--- config.mk ---
export PLATFORM = sky130hd
export DESIGN_NAME = stable_priority_queue_top
export DESIGN_NICKNAME = d
export VERILOG_FILES = /design/src/design/spq_pkg.sv /design/src/design/stable_priority_queue_top.sv /design/src/design/spq_ram.sv /design/src/design/spq_ctrl.sv /design/src/design/spq_dpath.sv
export SDC_FILE = /design/constraint.sdc
export NUM_CORES = 1
export LEC_CHECK = 0
export BUFFER_PORTS_ARGS = -buffer_cell sky130_fd_sc_hd__buf_4
export CORE_MARGIN = 2
export CORE_UTILIZATION = 25
export CTS_CLUSTER_SIZE = 24
export DETAILED_ROUTE_END_ITERATION = 7
export GPL_TIMING_DRIVEN = 0
export PLACE_DENSITY_LB_ADDON = 0.1
export SLEW_MARGIN = 10
export SYNTH_ARGS = -nofsm -noshare
export SYNTH_HDL_FRONTEND = slang
export SYNTH_HIERARCHICAL = 1
export SYNTH_SLANG_ARGS = --single-unit
--- constraint.sdc ---
create_clock -name clk -period 8.85 [get_ports clk]
set_input_delay 2.2125 -clock clk [delete_from_list [all_inputs] [get_ports clk]]
set_output_delay 2.2125 -clock clk [all_outputs]
set_load 0.01 [all_outputs]
--- src/design/spq_pkg.sv ---
// ---------------------------------------------------------------------------
// spq_pkg
// types, codes and defaults shared by the priority queue modules
// ---------------------------------------------------------------------------
package spq_pkg;

	// default number of stored entries
	localparam int QUEUE_DEPTH_DEF = 16;

	localparam int VALUE_W = 32;
	localparam int PRIO_W  = 16;

	// operation codes
	typedef enum logic {
		OP_INSERT = 1'b0,
		OP_REMOVE = 1'b1
	} op_t;

	// result status codes
	typedef enum logic [1:0] {
		STAT_INSERTED = 2'd0,
		STAT_REMOVED  = 2'd1,
		STAT_EMPTY    = 2'd2,
		STAT_FULL     = 2'd3
	} status_t;

	// input item
	typedef struct packed {
		op_t                        operation;
		logic signed [VALUE_W-1:0]  item_value;
		logic signed [PRIO_W-1:0]   item_priority;
	} in_item_t;

	// result item
	typedef struct packed {
		status_t                    status;
		logic signed [VALUE_W-1:0]  removed_value;
	} out_item_t;

	// one stored entry
	typedef struct packed {
		logic signed [PRIO_W-1:0]   prio;
		logic signed [VALUE_W-1:0]  value;
	} entry_t;

	localparam int ENTRY_W = $bits(entry_t);

	// controller states
	typedef enum logic [2:0] {
		S_IDLE,
		S_POP,
		S_SHIFT,
		S_PLACE,
		S_RESP
	} state_t;

	// read address select
	typedef enum logic [1:0] {
		RD_NONE,
		RD_TAIL,
		RD_HEAD,
		RD_BELOW
	} rd_sel_t;

	// write address and data select
	typedef enum logic [2:0] {
		WR_NONE,
		WR_DATA_UP,
		WR_NEW_UP,
		WR_NEW_AT,
		WR_NEW_TAIL
	} wr_sel_t;

	// controller to datapath commands
	typedef struct packed {
		logic    capture;
		rd_sel_t rd_sel;
		wr_sel_t wr_sel;
		logic    cnt_inc;
		logic    pop_head;
		logic    res_set;
		status_t res_status;
		logic    res_take_data;
		logic    out_load;
	} cmd_t;

	// datapath to controller status
	typedef struct packed {
		logic full;
		logic empty;
		logic j_zero;
		logic shift_gt;
		logic out_free;
	} stat_t;

endpackage

--- src/design/stable_priority_queue_top.sv ---
// ---------------------------------------------------------------------------
// stable_priority_queue_top
// minimum-first priority queue, equal priorities leave in arrival order
//
//   channel | handshake          | payload
//   in      | in_valid, in_stall | in_data   (operation, value, priority)
//   out     | out_valid,out_stall| out_data  (status, removed value)
//
// one item at a time; remove steps through pop and resp, insert into an empty
// queue or a rejected item goes to resp, other inserts shift once per moved entry
// one write port on the entry ram moves one entry per cycle during insert
// reset clears head, count and output valid; ram contents need no clearing
// a stalled result holds the block after the next item has been taken
// ---------------------------------------------------------------------------
module stable_priority_queue_top #(
	parameter int QUEUE_DEPTH = spq_pkg::QUEUE_DEPTH_DEF
) (
	input  logic               clk,
	input  logic               arst_n,
	input  logic               in_valid,
	output logic               in_stall,
	input  spq_pkg::in_item_t  in_data,
	output logic               out_valid,
	input  logic               out_stall,
	output spq_pkg::out_item_t out_data
);

	spq_pkg::cmd_t  cmd;
	spq_pkg::stat_t stat;

	// sequencer
	spq_ctrl u_ctrl (
		.clk      (clk),
		.arst_n   (arst_n),
		.in_valid (in_valid),
		.in_op    (in_data.operation),
		.in_stall (in_stall),
		.stat     (stat),
		.cmd      (cmd)
	);

	// storage and results
	spq_dpath #(
		.QUEUE_DEPTH (QUEUE_DEPTH)
	) u_dpath (
		.clk       (clk),
		.arst_n    (arst_n),
		.in_data   (in_data),
		.cmd       (cmd),
		.stat      (stat),
		.out_valid (out_valid),
		.out_stall (out_stall),
		.out_data  (out_data)
	);

endmodule

--- src/design/spq_ram.sv ---
// ---------------------------------------------------------------------------
// spq_ram
// generic simple dual port ram, one write port, one registered read port
// ---------------------------------------------------------------------------
module spq_ram #(
	parameter int WIDTH = spq_pkg::ENTRY_W,
	parameter int DEPTH = spq_pkg::QUEUE_DEPTH_DEF
) (
	input  logic                     clk,
	input  logic                     wr_en,
	input  logic [$clog2(DEPTH)-1:0] wr_addr,
	input  logic [WIDTH-1:0]         wr_data,
	input  logic                     rd_en,
	input  logic [$clog2(DEPTH)-1:0] rd_addr,
	output logic [WIDTH-1:0]         rd_data
);

	logic [WIDTH-1:0] mem_q [DEPTH];
	logic [WIDTH-1:0] rd_data_q;

	// write port
	always_ff @(posedge clk) begin
		if (wr_en) begin
			mem_q[wr_addr] <= wr_data;
		end
	end

	// registered read port
	always_ff @(posedge clk) begin
		if (rd_en) begin
			rd_data_q <= mem_q[rd_addr];
		end
	end

	assign rd_data = rd_data_q;

endmodule

--- src/design/spq_ctrl.sv ---
// ---------------------------------------------------------------------------
// spq_ctrl
// sequencer for insert and remove; steps the datapath through each item
// ---------------------------------------------------------------------------
module spq_ctrl (
	input  logic           clk,
	input  logic           arst_n,
	input  logic           in_valid,
	input  spq_pkg::op_t   in_op,
	output logic           in_stall,
	input  spq_pkg::stat_t stat,
	output spq_pkg::cmd_t  cmd
);

	spq_pkg::state_t state_q;
	spq_pkg::state_t state_d;

	// state register
	always_ff @(posedge clk or negedge arst_n) begin
		if (!arst_n) begin
			state_q <= spq_pkg::S_IDLE;
		end else begin
			state_q <= state_d;
		end
	end

	// next state and commands
	always_comb begin
		state_d           = state_q;
		in_stall          = 1'b1;
		cmd.capture       = 1'b0;
		cmd.rd_sel        = spq_pkg::RD_NONE;
		cmd.wr_sel        = spq_pkg::WR_NONE;
		cmd.cnt_inc       = 1'b0;
		cmd.pop_head      = 1'b0;
		cmd.res_set       = 1'b0;
		cmd.res_status    = spq_pkg::STAT_INSERTED;
		cmd.res_take_data = 1'b0;
		cmd.out_load      = 1'b0;
		unique case (state_q)
			spq_pkg::S_IDLE: begin
				in_stall = 1'b0;
				if (in_valid) begin
					cmd.capture = 1'b1;
					if (in_op == spq_pkg::OP_INSERT) begin
						if (stat.full) begin
							cmd.res_set    = 1'b1;
							cmd.res_status = spq_pkg::STAT_FULL;
							state_d        = spq_pkg::S_RESP;
						end else if (stat.empty) begin
							// nothing to pass: write straight to the head
							cmd.wr_sel     = spq_pkg::WR_NEW_TAIL;
							cmd.cnt_inc    = 1'b1;
							cmd.res_set    = 1'b1;
							cmd.res_status = spq_pkg::STAT_INSERTED;
							state_d        = spq_pkg::S_RESP;
						end else begin
							cmd.rd_sel = spq_pkg::RD_TAIL;
							state_d    = spq_pkg::S_SHIFT;
						end
					end else begin
						if (stat.empty) begin
							cmd.res_set    = 1'b1;
							cmd.res_status = spq_pkg::STAT_EMPTY;
							state_d        = spq_pkg::S_RESP;
						end else begin
							cmd.rd_sel = spq_pkg::RD_HEAD;
							state_d    = spq_pkg::S_POP;
						end
					end
				end
			end
			spq_pkg::S_POP: begin
				cmd.res_set       = 1'b1;
				cmd.res_status    = spq_pkg::STAT_REMOVED;
				cmd.res_take_data = 1'b1;
				cmd.pop_head      = 1'b1;
				state_d           = spq_pkg::S_RESP;
			end
			spq_pkg::S_SHIFT: begin
				if (stat.shift_gt) begin
					// move the larger entry up one slot and, unless at slot zero, look one lower
					cmd.wr_sel = spq_pkg::WR_DATA_UP;
					if (stat.j_zero) begin
						state_d = spq_pkg::S_PLACE;
					end else begin
						cmd.rd_sel = spq_pkg::RD_BELOW;
					end
				end else begin
					cmd.wr_sel     = spq_pkg::WR_NEW_UP;
					cmd.cnt_inc    = 1'b1;
					cmd.res_set    = 1'b1;
					cmd.res_status = spq_pkg::STAT_INSERTED;
					state_d        = spq_pkg::S_RESP;
				end
			end
			spq_pkg::S_PLACE: begin
				cmd.wr_sel     = spq_pkg::WR_NEW_AT;
				cmd.cnt_inc    = 1'b1;
				cmd.res_set    = 1'b1;
				cmd.res_status = spq_pkg::STAT_INSERTED;
				state_d        = spq_pkg::S_RESP;
			end
			spq_pkg::S_RESP: begin
				if (stat.out_free) begin
					cmd.out_load = 1'b1;
					state_d      = spq_pkg::S_IDLE;
				end
			end
			default: begin
				state_d = spq_pkg::S_IDLE;
			end
		endcase
	end

endmodule

--- src/design/spq_dpath.sv ---
// ---------------------------------------------------------------------------
// spq_dpath
// ring buffer of sorted entries, head and count, result and output registers
// ---------------------------------------------------------------------------
module spq_dpath #(
	parameter int QUEUE_DEPTH = spq_pkg::QUEUE_DEPTH_DEF
) (
	input  logic              clk,
	input  logic              arst_n,
	input  spq_pkg::in_item_t in_data,
	input  spq_pkg::cmd_t     cmd,
	output spq_pkg::stat_t    stat,
	output logic              out_valid,
	input  logic              out_stall,
	output spq_pkg::out_item_t out_data
);

	localparam int AW   = $clog2(QUEUE_DEPTH);
	localparam int RING = 2 ** AW;
	localparam int CW   = $clog2(QUEUE_DEPTH + 1);
	localparam logic [CW-1:0] DEPTH_C = CW'(QUEUE_DEPTH);

	logic [AW-1:0] head_q;
	logic [CW-1:0] count_q;
	logic [AW-1:0] j_q;
	spq_pkg::entry_t new_q;
	spq_pkg::status_t res_status_q;
	logic signed [spq_pkg::VALUE_W-1:0] res_value_q;
	logic out_valid_q;
	spq_pkg::out_item_t out_data_q;

	logic [AW-1:0] count_lo;
	logic rd_en;
	logic [AW-1:0] rd_addr;
	logic wr_en;
	logic [AW-1:0] wr_addr;
	spq_pkg::entry_t wr_data;
	spq_pkg::entry_t rd_data;
	spq_pkg::entry_t in_entry;

	assign count_lo       = count_q[AW-1:0];
	assign in_entry.prio  = in_data.item_priority;
	assign in_entry.value = in_data.item_value;

	// read address: logical slot plus head, wraps around the ring
	always_comb begin
		rd_en   = 1'b1;
		rd_addr = head_q;
		case (cmd.rd_sel)
			spq_pkg::RD_TAIL:  rd_addr = head_q + count_lo - AW'(1);
			spq_pkg::RD_HEAD:  rd_addr = head_q;
			spq_pkg::RD_BELOW: rd_addr = head_q + j_q - AW'(1);
			default:           rd_en   = 1'b0;
		endcase
	end

	// write address and data
	always_comb begin
		wr_en   = 1'b1;
		wr_addr = head_q + j_q + AW'(1);
		wr_data = new_q;
		case (cmd.wr_sel)
			spq_pkg::WR_DATA_UP: wr_data = rd_data;
			spq_pkg::WR_NEW_UP:  wr_data = new_q;
			spq_pkg::WR_NEW_AT:  wr_addr = head_q + j_q;
			spq_pkg::WR_NEW_TAIL: begin
				wr_addr = head_q + count_lo;
				wr_data = in_entry;
			end
			default: wr_en = 1'b0;
		endcase
	end

	spq_ram #(
		.WIDTH (spq_pkg::ENTRY_W),
		.DEPTH (RING)
	) u_ram (
		.clk     (clk),
		.wr_en   (wr_en),
		.wr_addr (wr_addr),
		.wr_data (wr_data),
		.rd_en   (rd_en),
		.rd_addr (rd_addr),
		.rd_data (rd_data)
	);

	// status to the controller
	assign stat.full     = (count_q == DEPTH_C);
	assign stat.empty    = (count_q == '0);
	assign stat.j_zero   = (j_q == '0);
	assign stat.shift_gt = (rd_data.prio > new_q.prio);
	assign stat.out_free = !out_valid_q || !out_stall;

	// head, count and output valid
	always_ff @(posedge clk or negedge arst_n) begin
		if (!arst_n) begin
			head_q      <= '0;
			count_q     <= '0;
			out_valid_q <= 1'b0;
		end else begin
			if (cmd.cnt_inc) begin
				count_q <= count_q + CW'(1);
			end else if (cmd.pop_head) begin
				count_q <= count_q - CW'(1);
				head_q  <= head_q + AW'(1);
			end
			if (cmd.out_load) begin
				out_valid_q <= 1'b1;
			end else if (!out_stall) begin
				out_valid_q <= 1'b0;
			end
		end
	end

	// scan index, new entry, result and output payload
	always_ff @(posedge clk) begin
		if (cmd.rd_sel == spq_pkg::RD_TAIL) begin
			j_q <= count_lo - AW'(1);
		end else if (cmd.rd_sel == spq_pkg::RD_BELOW) begin
			j_q <= j_q - AW'(1);
		end
		if (cmd.capture) begin
			new_q <= in_entry;
		end
		if (cmd.res_set) begin
			res_status_q <= cmd.res_status;
			res_value_q  <= cmd.res_take_data ? rd_data.value : '0;
		end
		if (cmd.out_load) begin
			out_data_q.status        <= res_status_q;
			out_data_q.removed_value <= res_value_q;
		end
	end

	assign out_valid = out_valid_q;
	assign out_data  = out_data_q;

endmodule

==> results of run 1 <==
critical path: stages, from the launching register on:
cell and delay, ns:
sky130_fd_sc_hd__edfxtp_1 0.44, sky130_fd_sc_hd__ha_1 0.38, sky130_fd_sc_hd__nand4_1 0.16, sky130_fd_sc_hd__nor4_1 0.40, sky130_fd_sc_hd__a21oi_1 0.15, sky130_fd_sc_hd__mux2i_1 0.14
sky130_fd_sc_hd__a21oi_1 0.82, sky130_fd_sc_hd__and2b_2 0.33, sky130_fd_sc_hd__nand2b_1 0.09, sky130_fd_sc_hd__o21ai_0 0.61, sky130_fd_sc_hd__nand2_2 0.20, sky130_fd_sc_hd__or3_1 0.36
sky130_fd_sc_hd__a21oi_1 0.18, sky130_fd_sc_hd__nand2_1 0.07, sky130_fd_sc_hd__mux2i_1 0.16, sky130_fd_sc_hd__xor2_1 0.64, sky130_fd_sc_hd__nor2b_1 0.28, sky130_fd_sc_hd__clkbuf_1 0.80
sky130_fd_sc_hd__clkbuf_1 0.77, sky130_fd_sc_hd__a22oi_1 0.33, sky130_fd_sc_hd__nand2_1 0.15
synthesized netlist by cell type, drive strengths merged, types with 8 or more instances:
master / instances
o21ai: 15
xnor2: 9
xor2: 9
dfrtp: 13
edfxtp: 936
and2: 34
nor2: 30
clkbuf: 42
nand2: 161
ha: 29
buf: 45
a22oi: 145
mux4: 192
inv: 30
mux2i: 8
a21oi: 19
where the power goes:
group          leakage [nW]  internal (W)  total (W)  switching (W)
combinational          4.17       0.00296    0.00816        0.00520
clock                  1.62       0.00244    0.00422        0.00178
sequential             8.67       0.00677    0.00708       0.000309
total                  14.5        0.0122     0.0195        0.00729
layer usage:
metal / vias up / routed length, um / part of all wire [%] / track usage [%]
met2: 402 / 55760 / 50 / 25.34
met5: - / 0 / 0 / 0
met4: 0 / 1751 / 1.6 / 2.933
met1: 10090 / 49180 / 44 / 19.66
met3: 123 / 4656 / 4.2 / 2.738
li1: 7925 / - / - / -
cell families (layout without fill, tap and decap cells):
logic type | after synthesis | in the layout | share of synthesized area, %
AOI/OAI and AO/OA | 199 | 199 | 3.891
xor gates and xnor gates | 18 | 18 | 0.4498
adders and majority gates | 32 | 32 | 1.152
buffers and inverters | 117 | 479 | 1.458
DFF | 949 | 949 | 77.42
muxes | 203 | 203 | 12.09
other | 0 | 1 | 0
and+or+nand+nor | 275 | 275 | 3.540
cells in the final DEF, fill, tap and decap left out, drive strengths merged, types with 8 or more instances in the layout:
master	instances
nor2	30
buf	211
a22oi	145
dfrtp	13
a21oi	19
ha	29
clkinv	48
and2	34
xor2	9
xnor2	9
edfxtp	936
o21ai	15
nand2	161
inv	33
clkbuf	182
mux2i	8
mux4	192
stage by stage:
| step | worst slack (ns) | util, % | instances | instance area (um^2) | TNS [ns] |
|---|---|---|---|---|---|
| 2_1_floorplan | 0.9894 | - | 1793 | 36720 | 0 |
| 3_3_place_gp | -5.844 | 27.30 | 3798 | 39780 | -2507.85 |
| 3_5_place_dp | 1.025 | 28.23 | 3876 | 41150 | 0 |
| 4_1_cts | 0.9770 | 30.50 | 4072 | 44450 | 0 |
| 5_1_grt | 0.6243 | 30.50 | 4072 | 44450 | 0 |
| 6_report | 1.195 | 30.50 | 4073 | 44460 | 0 |
worst paths after layout:
check | end | from | slack, ns
setup / recovery | u_dpath/u_ram/rd_data[30] | u_dpath/u_ram/rd_data[47] | 1.20
hold / removal | u_dpath/out_data[22] | u_dpath/res_value_q[22] | 0.41
setup reg to reg | u_dpath/u_ram/rd_data[30] | u_dpath/u_ram/rd_data[47] | 1.20
hold reg to reg | u_dpath/out_data[22] | u_dpath/res_value_q[22] | 0.41
max in group asynchronous | u_dpath/head_q[1] | arst_n | 7.31
min in group asynchronous | u_ctrl/state_q[0] | arst_n | 1.37
sequential cells by signal, indices dropped and copies added (netlist names):
name / count
u_ctrl/state_q: 3
u_dpath/count_q: 5
u_dpath/head_q: 4
u_dpath/j_q: 4
u_dpath/new_q: 48
u_dpath/out_data: 34
u_dpath/out_valid: 1
u_dpath/res_status_q: 2
u_dpath/res_value_q: 32
u_dpath/u_ram/mem_q: 768
u_dpath/u_ram/rd_data: 48
layout make-up:
class                           count  share of cell area, %
Clock buffer                      140                  6.541
Timing Repair Buffer              166                  4.255
Multi-Input combinational cell    727                  17.73
Clock inverter                     56                 0.8894
Inverter                           30                 0.2533
Tap cell                         1917                  5.395
Antenna cell                        1               0.005629
Buffer                             87                 0.9794
Sequential cell                   949                  63.96
==> run summary, run 1 <==
After synthesis, the cell types taking the most area are sky130_fd_sc_hd__edfxtp_1 (77%), sky130_fd_sc_hd__mux4_2 (12%), sky130_fd_sc_hd__a22oi_1 (3.0%). The floorplan has 140 rows. Across the run, the number of max-cap violations was 0. The number of vias per cell is 4.553. The area of the multi-input gates is 7880 um^2. For this run, the detailed router's first-pass iteration total came to 5.

The detail route stage leaves a number of antenna-violating nets equal to 0. In this run the power density over the cells is 437.8 nW/um^2. Counting every instance in the synthesized netlist gives 1,793. TritonCTS built the clock tree. STA classifies the critical path startpoint as a flip-flop.

The flow ran to the end, and the final reports show no timing, DRC or antenna violations. Global routing used 14.82% of the available tracks. The logs give 1,878 for the net count after synthesis and 0 for the number of slew-limit violations in the final report. The tools report the clock root buffer master as sky130_fd_sc_hd__clkbuf_16.

The initial antenna violation count came out at 5. Clock-pin slew reported for the worst setup and hold paths after clock tree synthesis: 0.06 ns. Once the clock tree was built, the resizer swapped 0 gates to a different size. In this run, synthesis inferred 936 flip-flops with an integrated enable.

Setup repair after global routing left no endpoint under its margin. The routed design has 111.3 mm of wire. For the final database, setup skew stands at 0.02532 ns. Number of H-tree levels: 3. The die is 387.3 um wide.

The count of different cell masters after synthesis was 57. The tightest min-delay check is of the flip-flop to flip-flop type. For this configuration, the core starts out at a cell density of 25.20%. The run gives 0 as the number of remaining DRC errors. Clock latency on the worst-skew pair, taken at its later pin, is 0.70 ns. The area share of the leading cell type in the synthesized netlist is 76.54%, and the power after layout is 0.01946 W. The count of buffers from port buffering came out at 88. The run gives 29 as the pin count of the biggest net entering global routing. The post-CTS setup-driven buffer insertion count was 0; the count of endpoints failing setup in the final report was 0. The netlist area before placement was 36,720 um^2; the top-level port count was 89. The net count of the finished layout is 2,155.

The via count of the first global-routing pass was 19,890; the vertical extent of the die was 387.3 um. Layout overhead on the synthesized area: 21.06%. After synthesis, the share of flip-flops with an asynchronous set or reset is 1.370%. The run gives 77.42% as the sequential area share after synthesis. The worst path needs 7.655 ns of the cycle, external delays included.

The first-pass GRT wire length is 156.2 mm, and the peak supply drop is 0.0001857 V. The number of hold-repair buffers added at the cts stage is 0. Averaged over all synthesized cells, the footprint is 20.48 um^2. For this run, the leading register cell type out of synthesis is sky130_fd_sc_hd__edfxtp_1. At the worst endpoint, the arrival time is 8.21 ns. The sum of overflow across all layers after global routing is 0, and the largest fanout on the critical path is 10. STA classifies the critical path endpoint as a flip-flop. Hold slack: 0.4143 ns. Detailed placement finished with a half-perimeter wire length of 74.02 mm. During synthesis, Yosys emitted a total of 6 warnings. The average routed wire per standard cell works out to 27.34 um. The biggest area contributor in the post-synthesis netlist is sky130_fd_sc_hd__edfxtp_1.

At the pin with the least slew margin, the transition time is 1.172 ns. Layout cell share with drive strength beyond 1: 26.59%. The clock passes through at most 3 buffers. The fill cell instance count of the final layout came out at 14,170.

The floorplan step defined a die boundary enclosing 150,000 um^2. For this design, the sink count on the clock tree is 949. The final count of hold timing violations was 0; the relative slew slack was 21.87%.

The length in cells of the worst reg-to-reg path is 20, and the area taken by flip-flops and latches is 28,430 um^2. Static timing analysis puts the maximum clock frequency at 0.1306 GHz. The tools report the static leakage as 14.47 nW. Of the available clock period, the critical path in the final layout requires 86.49%.

Detailed routing inserted a total of 18,540 vias. Routability-driven placement finished with a final weighted congestion of 0.7021. After the first detailed-routing iteration, the DRC count stood at 1,578. The critical path in this run is classified as flip-flop to flip-flop. After floorplanning, the core was sized to cover 145,700 um^2.

The worst endpoint required time is 9.41 ns. In this run, CTS created clock tree buffers numbering 109. The register bit count reported by yosys was 949. The cell count of the worst hold path is 0.
Note: power is estimated with default switching activity, not from simulation.
==> run 2, diff against run 1 <==
PLACE_DENSITY = 0.4   (was unset)
PLACE_DENSITY_LB_ADDON = unset   (was 0.1)
==> run summary, run 2 (same netlist as run 1, synthesis figures left out) <==
The flow ran to the end, and the final reports show no timing, DRC or antenna violations. At the worst endpoint, the arrival time is 8.03 ns. The first TritonRoute pass finished after 6 iterations. The logs give 1.421 ns for the placement-stage worst setup slack and 2,153 for the post-layout net count. The initial cell density of the core was 25.20%.

The run gives 41.9% as the logic gate share of total power. Startpoint-to-endpoint class of the critical path: flip-flop to flip-flop. CTS built an H-tree with a depth of 3. Headroom to the max-slew limit came out at 11.11%.

For this design the ratio of total power to cell area is 436.4 nW/um^2. For this block, the routed nets add up to 109.1 mm of wire. Setup violations remaining at the end of the flow were counted as 0. Once layout is complete, the cells apart from fillers number 4,073. The logs give 151.8 mm for the first-pass GRT wire length and 0.02951 ns for the final clock skew. For the source-to-sink clock delay at the later pin of the worst-skew pair, the log shows 0.69 ns. TritonCTS built the clock tree. The type of element launching the critical path is a flip-flop.

After clock tree synthesis, the clock-pin slew on the worst setup and hold paths is 0.06 ns. The die covers 150,000 um^2. During I/O placement, the number of pins put on the boundary was 89. After floorplanning, the core was divided into 140 placement rows.

The worst register-to-register path begins at u_dpath/u_ram/rd_data[47]. The share of total power consumed by net switching came out at 37.32%. The static leakage was 14.49 nW; the number of remaining DRC errors was 0. Clock tree synthesis inserted a total of 107 buffers. In this run the most critical hold path is launched from u_dpath/res_value_q[20]. Transition time of the tightest slew-check pin: 1.333 ns. In this run the critical register-to-register path is captured at u_dpath/u_ram/rd_data[28].

In this run, the number of DRC markers left after iteration 0 of detailed routing was 1,799. The top register by number of flip-flops is u_dpath/u_ram/mem_q. In the final layout, the share of cells above drive strength 1 is 26.66%. The number of setup buffers added after CTS is 0.

The tools report the kind of end point of the critical path as a flip-flop. The register with the most flip-flops in the layout has 768 of them. After legalization and detailed placement, the total HPWL measured 71.83 mm. Cell internal power was estimated by the tool at 0.01219 W. The class of the tightest hold or removal check was flip-flop to flip-flop. In this run, flip-flops and latches consume 36.4% of the power. After layout, the worst path uses 84.60% of the clock period.

The die is 387.3 um wide. Entering global routing, the biggest net connects 32 pins. The run gives 18,720 as the number of vias in the routed layout. From synthesis to final layout, the design area changed by 21.34%. The run gives 19,680 as the via count of the first global-routing pass. Setup repair after global routing left no endpoint under its margin. Across every metal layer, demand over resource in global routing totals 14.45%. Counting every sink on the clock net gives 949. The worst hold path passes through 0 cells. The clock network is responsible for 21.7% of the overall power. The maximum clock insertion buffer count came out at 3. The count of nets left with antenna violations once routing finished came out at 0.

The run gives 1.36 ns as the setup slack of the most critical reg-to-reg path. After detailed routing, the number of vias per cell comes to 4.597. The worst hold path terminates at u_dpath/out_data[20]. The floorplan step set the die height to 387.3 um.

Worst endpoint required time: 9.39 ns. Static timing analysis puts the maximum clock frequency at 0.1336 GHz. Counting tap cells, the placed design contains a total of 3,876 instances. Across the VDD grid, the largest voltage drop is 0.0002751 V. The tools report the standard cell core area as 145,700 um^2. The final count of hold timing violations is 0, and the net switching power is 0.007258 W. Summed over all layers, the global routing overflow is 0. The number of slew-limit violations in the final report is 0.

In the layout the commonest cells are sky130_fd_sc_hd__edfxtp_1 (936), sky130_fd_sc_hd__mux4_2 (192), sky130_fd_sc_hd__nand2_1 (160). Counting cells, the worst reg-to-reg path comes to 20. In the post-route analysis, the smallest setup slack over all paths is 1.363 ns. Adding up every negative setup slack in the final design gives 0 ns.

The number of hold-repair buffers added at the cts stage was 0. The library cell used most frequently in the layout, excluding fill and tap cells, is sky130_fd_sc_hd__edfxtp_1. The tools report the final RePlAce weighted congestion as 0.7002.

In this run the worst path has a maximum fanout of 10. Port buffering added 88 buffers. The tools report the initial antenna violation count as 5.

CTS placed an instance of sky130_fd_sc_hd__clkbuf_16 at the clock tree root. Max-cap violations in this run came to 0. For the post-cts repair resize count, the log shows 0. After layout, the design draws a total of 0.01945 W. After layout, the minimum clock period comes to 7.487 ns. Average routed wire per standard cell: 26.79 um.
-- run 2: critical path: stages, from the launching register on --
cell	delay, ns
sky130_fd_sc_hd__edfxtp_1	0.43
sky130_fd_sc_hd__ha_1	0.36
sky130_fd_sc_hd__nand4_1	0.18
sky130_fd_sc_hd__nor4_1	0.40
sky130_fd_sc_hd__a21oi_1	0.14
sky130_fd_sc_hd__mux2i_1	0.14
sky130_fd_sc_hd__a21oi_1	0.84
sky130_fd_sc_hd__and2b_2	0.33
sky130_fd_sc_hd__nand2b_1	0.09
sky130_fd_sc_hd__o21ai_0	0.52
sky130_fd_sc_hd__nand2_2	0.21
sky130_fd_sc_hd__or3_1	0.35
sky130_fd_sc_hd__a21oi_1	0.19
sky130_fd_sc_hd__nand2_1	0.08
sky130_fd_sc_hd__mux2i_1	0.18
sky130_fd_sc_hd__xor2_1	0.50
sky130_fd_sc_hd__nor2b_1	0.29
sky130_fd_sc_hd__clkbuf_1	0.83
sky130_fd_sc_hd__clkbuf_1	0.84
sky130_fd_sc_hd__a22oi_1	0.26
sky130_fd_sc_hd__nand2_1	0.14
-- run 2: metal layers --
layer | share of wire, % | global-route usage (%) | up-vias
met4 | 2.7 | 4.134 | 0
met5 | 0 | 0 | -
met2 | 48 | 24.02 | 587
li1 | - | - | 7941
met1 | 44 | 19.48 | 10020
met3 | 5.3 | 2.349 | 171
-- run 2: how the worst max path moves through the flow --
stage | from | end | slack [ns] | cells after the start
finish | u_dpath/u_ram/rd_data[47] | u_dpath/u_ram/rd_data[28] | 1.36 | 20
detailed placement | in_valid | u_dpath/u_ram/rd_data[28] | 1.42 | 15
CTS | u_dpath/u_ram/rd_data[47] | u_dpath/u_ram/rd_data[28] | 1.43 | 20
global placement | in_data[48] | u_dpath/u_ram/mem_q[8][36] | -5.92 | 11
floorplan | in_data[48] | u_dpath/u_ram/mem_q[0][0] | 0.99 | 11
global route | u_dpath/u_ram/rd_data[47] | u_dpath/u_ram/rd_data[31] | 0.92 | 20
-- run 2: layout make-up --
| type | instances | area, um^2 |
|---|---|---|
| diodes | 3 | 7.507 |
| plain buffers | 87 | 430.4 |
| clock buffers | 125 | 2766 |
| clock inverters | 69 | 545.5 |
| fillers | 14200 | 101200 |
| inverters | 30 | 112.6 |
| multi-input cells | 727 | 7885 |
| flip-flops and latches | 949 | 28430 |
| well taps | 1917 | 2399 |
| repair buffers | 166 | 1979 |
-- run 2: through the flow --
stage,hold WS (ns),cell area [um^2],utilization [%]
final,0.4182,44560,30.57
after global routing,0.4219,44550,30.57
after CTS,0.4198,44550,30.57
after detailed placement,0.4045,41240,28.30
after global placement,0.4070,39780,27.30
after floorplan,0.4003,36720,-
-- run 2: power groups by stage --
stage	Combinational, W	Sequential [W]	Clock [W]
after global placement	0.00766	0.00734	0
after global routing	0.00881	0.00716	0.00452
after CTS	0.00833	0.00709	0.00436
after detailed placement	0.00830	0.00718	0
final	0.00814	0.00708	0.00422
after floorplan	0.00482	0.00710	0
